`config.mk`:
```
export PLATFORM = sky130hd
export DESIGN_NAME = epc_fifo
export DESIGN_NICKNAME = d
export VERILOG_FILES = /design/src/rtl/core/epc_fifo.sv
export SDC_FILE = /design/constraint.sdc
export NUM_CORES = 1
export LEC_CHECK = 0
export BUFFER_PORTS_ARGS = -buffer_cell sky130_fd_sc_hd__buf_4
export CAP_MARGIN = 30
export CELL_PAD_IN_SITES_DETAIL_PLACEMENT = 2
export CELL_PAD_IN_SITES_GLOBAL_PLACEMENT = 2
export CORE_ASPECT_RATIO = 1.2
export CORE_UTILIZATION = 35
export DETAILED_ROUTE_END_ITERATION = 10
export PLACE_DENSITY_LB_ADDON = 0.3
export SETUP_SLACK_MARGIN = 0.05
export SYNTH_ARGS = -nofsm -noshare
export SYNTH_HDL_FRONTEND = slang
export SYNTH_SLANG_ARGS = --single-unit
```
`constraint.sdc`:
```
create_clock -name i_clk -period 2.4 [get_ports i_clk]
set_clock_uncertainty 0.2 [all_clocks]
set_input_delay 0.12 -clock i_clk [delete_from_list [all_inputs] [get_ports i_clk]]
set_output_delay 0.12 -clock i_clk [all_outputs]
set_load 0.02 [all_outputs]
```
`src/rtl/core/epc_fifo.sv`:
```
module epc_fifo #(
    parameter int W     = 8,
    parameter int DEPTH = 16
) (
    input  logic                       i_clk,
    input  logic                       i_rst_n,
    input  logic                       i_push,
    input  logic [W-1:0]               i_data,
    input  logic                       i_pop,
    output logic [W-1:0]               o_data,
    output logic [$clog2(DEPTH+1)-1:0] o_count
);

    localparam int PTW = $clog2(DEPTH);
    localparam int CNW = $clog2(DEPTH + 1);

    logic [W-1:0]   r_mem [DEPTH];
    logic [PTW-1:0] r_wr;
    logic [PTW-1:0] r_rd;
    logic [CNW-1:0] r_count;
    logic [CNW-1:0] n_count;

    assign n_count = r_count + CNW'(i_push) - CNW'(i_pop);

    always_ff @(posedge i_clk) begin
        if (i_push) begin
            r_mem[r_wr] <= i_data;
        end
    end

    always_ff @(posedge i_clk) begin
        if (!i_rst_n) begin
            r_wr    <= '0;
            r_rd    <= '0;
            r_count <= '0;
        end else begin
            if (i_push) begin
                r_wr <= r_wr + 1'b1;
            end
            if (i_pop) begin
                r_rd <= r_rd + 1'b1;
            end
            r_count <= n_count;
        end
    end

    assign o_data  = r_mem[r_rd];
    assign o_count = r_count;

endmodule

```
==> qor.txt <==
Tcrit/Tclk final: 99.5%
Slew @ Worst Pin: 573 ps
Worst-path clk slew: 60 ps
Post-Syn Area: 5770 sq um
syn_nets: 314
Initial DRT Pass Iterations: 4
grt ovf: 0
FP Rows: 51
Power per Cell Area: 892 nW/um^2
# fillers: 1503
first-pass GRT wire length: 20000 microns
fmax: 0.419 GHz
gr usage total: 16.9%
YS warnings: 0
die footprint: 17000 sq um
Chip Width: 119 microns
most common cell after layout, fill and taps aside: edfxtp_1
vias: 2827
via/cell ratio: 4.99
leading cell types in the layout, fill and taps excluded: edfxtp_1, and2_1, mux4_2, buf_4, clkbuf_16
H-tree levels: 4
Post-Syn Instances: 291
Netlist cell types: 28
worst vdd ir: 482 uV
outcome: completed
Die H: 143 microns
final total power: 6.27 mW
adder-cell share of the synthesized area: 2.52%
top_reg_cell synth: edfxtp_1
Post-synth EDFFs: 128
Setup CP Type: flop to output pin
worst skew pair latency: 420 ps
Setup crit start kind: flop
# nets final: 365
Antenna diodes: 0
final wirelength: 13100 microns
largest net degree at the start of global routing: 33
RSZ-0062 raised after global routing: yes
sequential share of the synthesized area: 72.5%
Lkg Pwr: 2.36 nW
CP Capture Type: output pin
initial core utilization: 35.7%
Synth Area in XOR/XNOR: 1.52%
hold slack: 348 ps
Max FO, Critical Path: 6
Post-route DRC: 0
setup violators final: 0
dpl hpwl: 8340 microns
Ports: 25
Final ANT Viol Nets: 0
area growth from synthesis to layout: 21.8%
layout cells sized above 1: 27.9%
Root Buffer: clkbuf_16
FF+latch count, synth: 145
Worst Path Arrival: 2070 ps
Port Buffers: 24
clock net sink count: 145
initial antenna violation count: 0
vias in the first global route: 3228
total of max-cap violations: 0
fraction of registers with async set or reset after synthesis: 0%
max-slew violation count: 0
total CTS buffers: 17
iteration-0 DRC count of the detailed router: 206
HP Class: primary input to flop
max_slew headroom: 61.8%
CORE AREA: 16100 sq um
Synth Area in Simple Gates: 5.05%
CTS max path bufs: 2
Final Hold Fails: 0
area fraction in compound gates after synthesis: 2.52%
fin crit period: 2390 ps
CP required: 2080 ps
post-DR wirelength/cell: 23.1 microns
multiplexer share of the synthesized area: 13.7%
TritonCTS clock tree: yes
largest family of logic cells by synthesized area: multiplexers
Avg Inst Size Synth: 19.8 sq um
Final GP Congestion: 0.689
[cell type report]
class / count / area [sq um] / area share [%]
clock buffer: 18 / 429 / 6.11
timing repair buffer: 44 / 455 / 6.48
sequential: 145 / 4190 / 59.6
clock inverter: 14 / 146 / 2.08
tap: 212 / 265 / 3.78
multi-input combinational: 126 / 1510 / 21.5
inverter: 8 / 30.0 / 0.427
[routing by layer]
layer / part of all wire, % / GRT usage, % / wire length, microns / vias to the layer above
met5: 0 / 0 / 0 / -
met4: 1.5 / 6.40 / 192 / 0
met3: 2.4 / 4.43 / 319 / 21
met2: 54 / 30.4 / 7030 / 42
met1: 42 / 19.3 / 5550 / 1501
li1: - / - / - / 1263
[power breakdown]
| group | total [mW] | internal (mW) | switching [mW] |
|---|---|---|---|
| registers | 2.86 | 2.81 | 0.0476 |
| logic | 0.796 | 0.397 | 0.399 |
| clock network | 2.61 | 1.61 | 1.00 |
| total | 6.27 | 4.82 | 1.45 |
[cell usage after synthesis, types with 3 or more instances]
library cell | number | share of area [%]
clkdlybuf4s25_2 | 3 | 0.52
nor2b_1 | 3 | 0.33
ha_1 | 10 | 2.2
xor2_1 | 3 | 0.46
nand2_1 | 11 | 0.72
xnor2_1 | 7 | 1.1
buf_6 | 3 | 0.59
mux4_1 | 14 | 6.4
edfxtp_1 | 128 | 67
dfxtp_1 | 17 | 5.9
a22oi_1 | 16 | 2.1
and2_1 | 29 | 3.1
inv_1 | 8 | 0.52
mux4_2 | 18 | 7.0
[flip-flops by register name, summed over array words and instances, names as in the netlist, named ones only]
name,count
r_mem,128
o_count,5
r_rd,4
r_wr,4
[worst paths after layout]
check,from,slack (ps),end,cells past startpoint
max,flop,10,o_data[5],6
min,i_data[6],350,r_mem[14][6],2
max reg2reg,o_count[0],170,o_count[4],9
min reg2reg,r_wr[1],380,r_wr[1],2
[worst max-delay path, cell delays in order, from the launching register on]
cell	delay, ps
dfxtp_4	400
buf_8	140
buf_16	140
mux4_2	510
a22oi_2	210
nand2_1	100
buf_6	140
[cell families (layout without fill, tap and decap cells)]
logic type / Yosys count / after routing
muxes: 34 / 34
xor gates and xnor gates: 10 / 10
AOI/OAI and AO/OA: 20 / 20
and+or+nand+nor: 51 / 51
DFF: 145 / 145
adders and majority gates: 11 / 11
buffers and inverters: 20 / 84
[through the flow]
stage | TNS [ps] | std cells | area (sq um) | util (%) | worst slack, ps
finish | 0 | 567 | 7030 | 43.5 | 11.3
detailed placement | 0 | 519 | 6180 | 38.3 | 152
CTS | -108 | 568 | 7050 | 43.7 | -31.3
floorplan | 0 | 291 | 5770 | - | 177
global placement | 0 | 519 | 6180 | 38.3 | 272
global route | -248 | 567 | 7030 | 43.5 | -59.4
[timing repair]
action / CTS / global route
hold buffers: 12 / 0
setup buffers: 2 / 0
endpoints found under the hold margin: 145 / 0
cloned: 3 / 0
pin swaps: 7 / 7
resized for setup: 28 / 6
setup endpoints to repair: 8 / 9
Power figures use the tool's default switching activity.
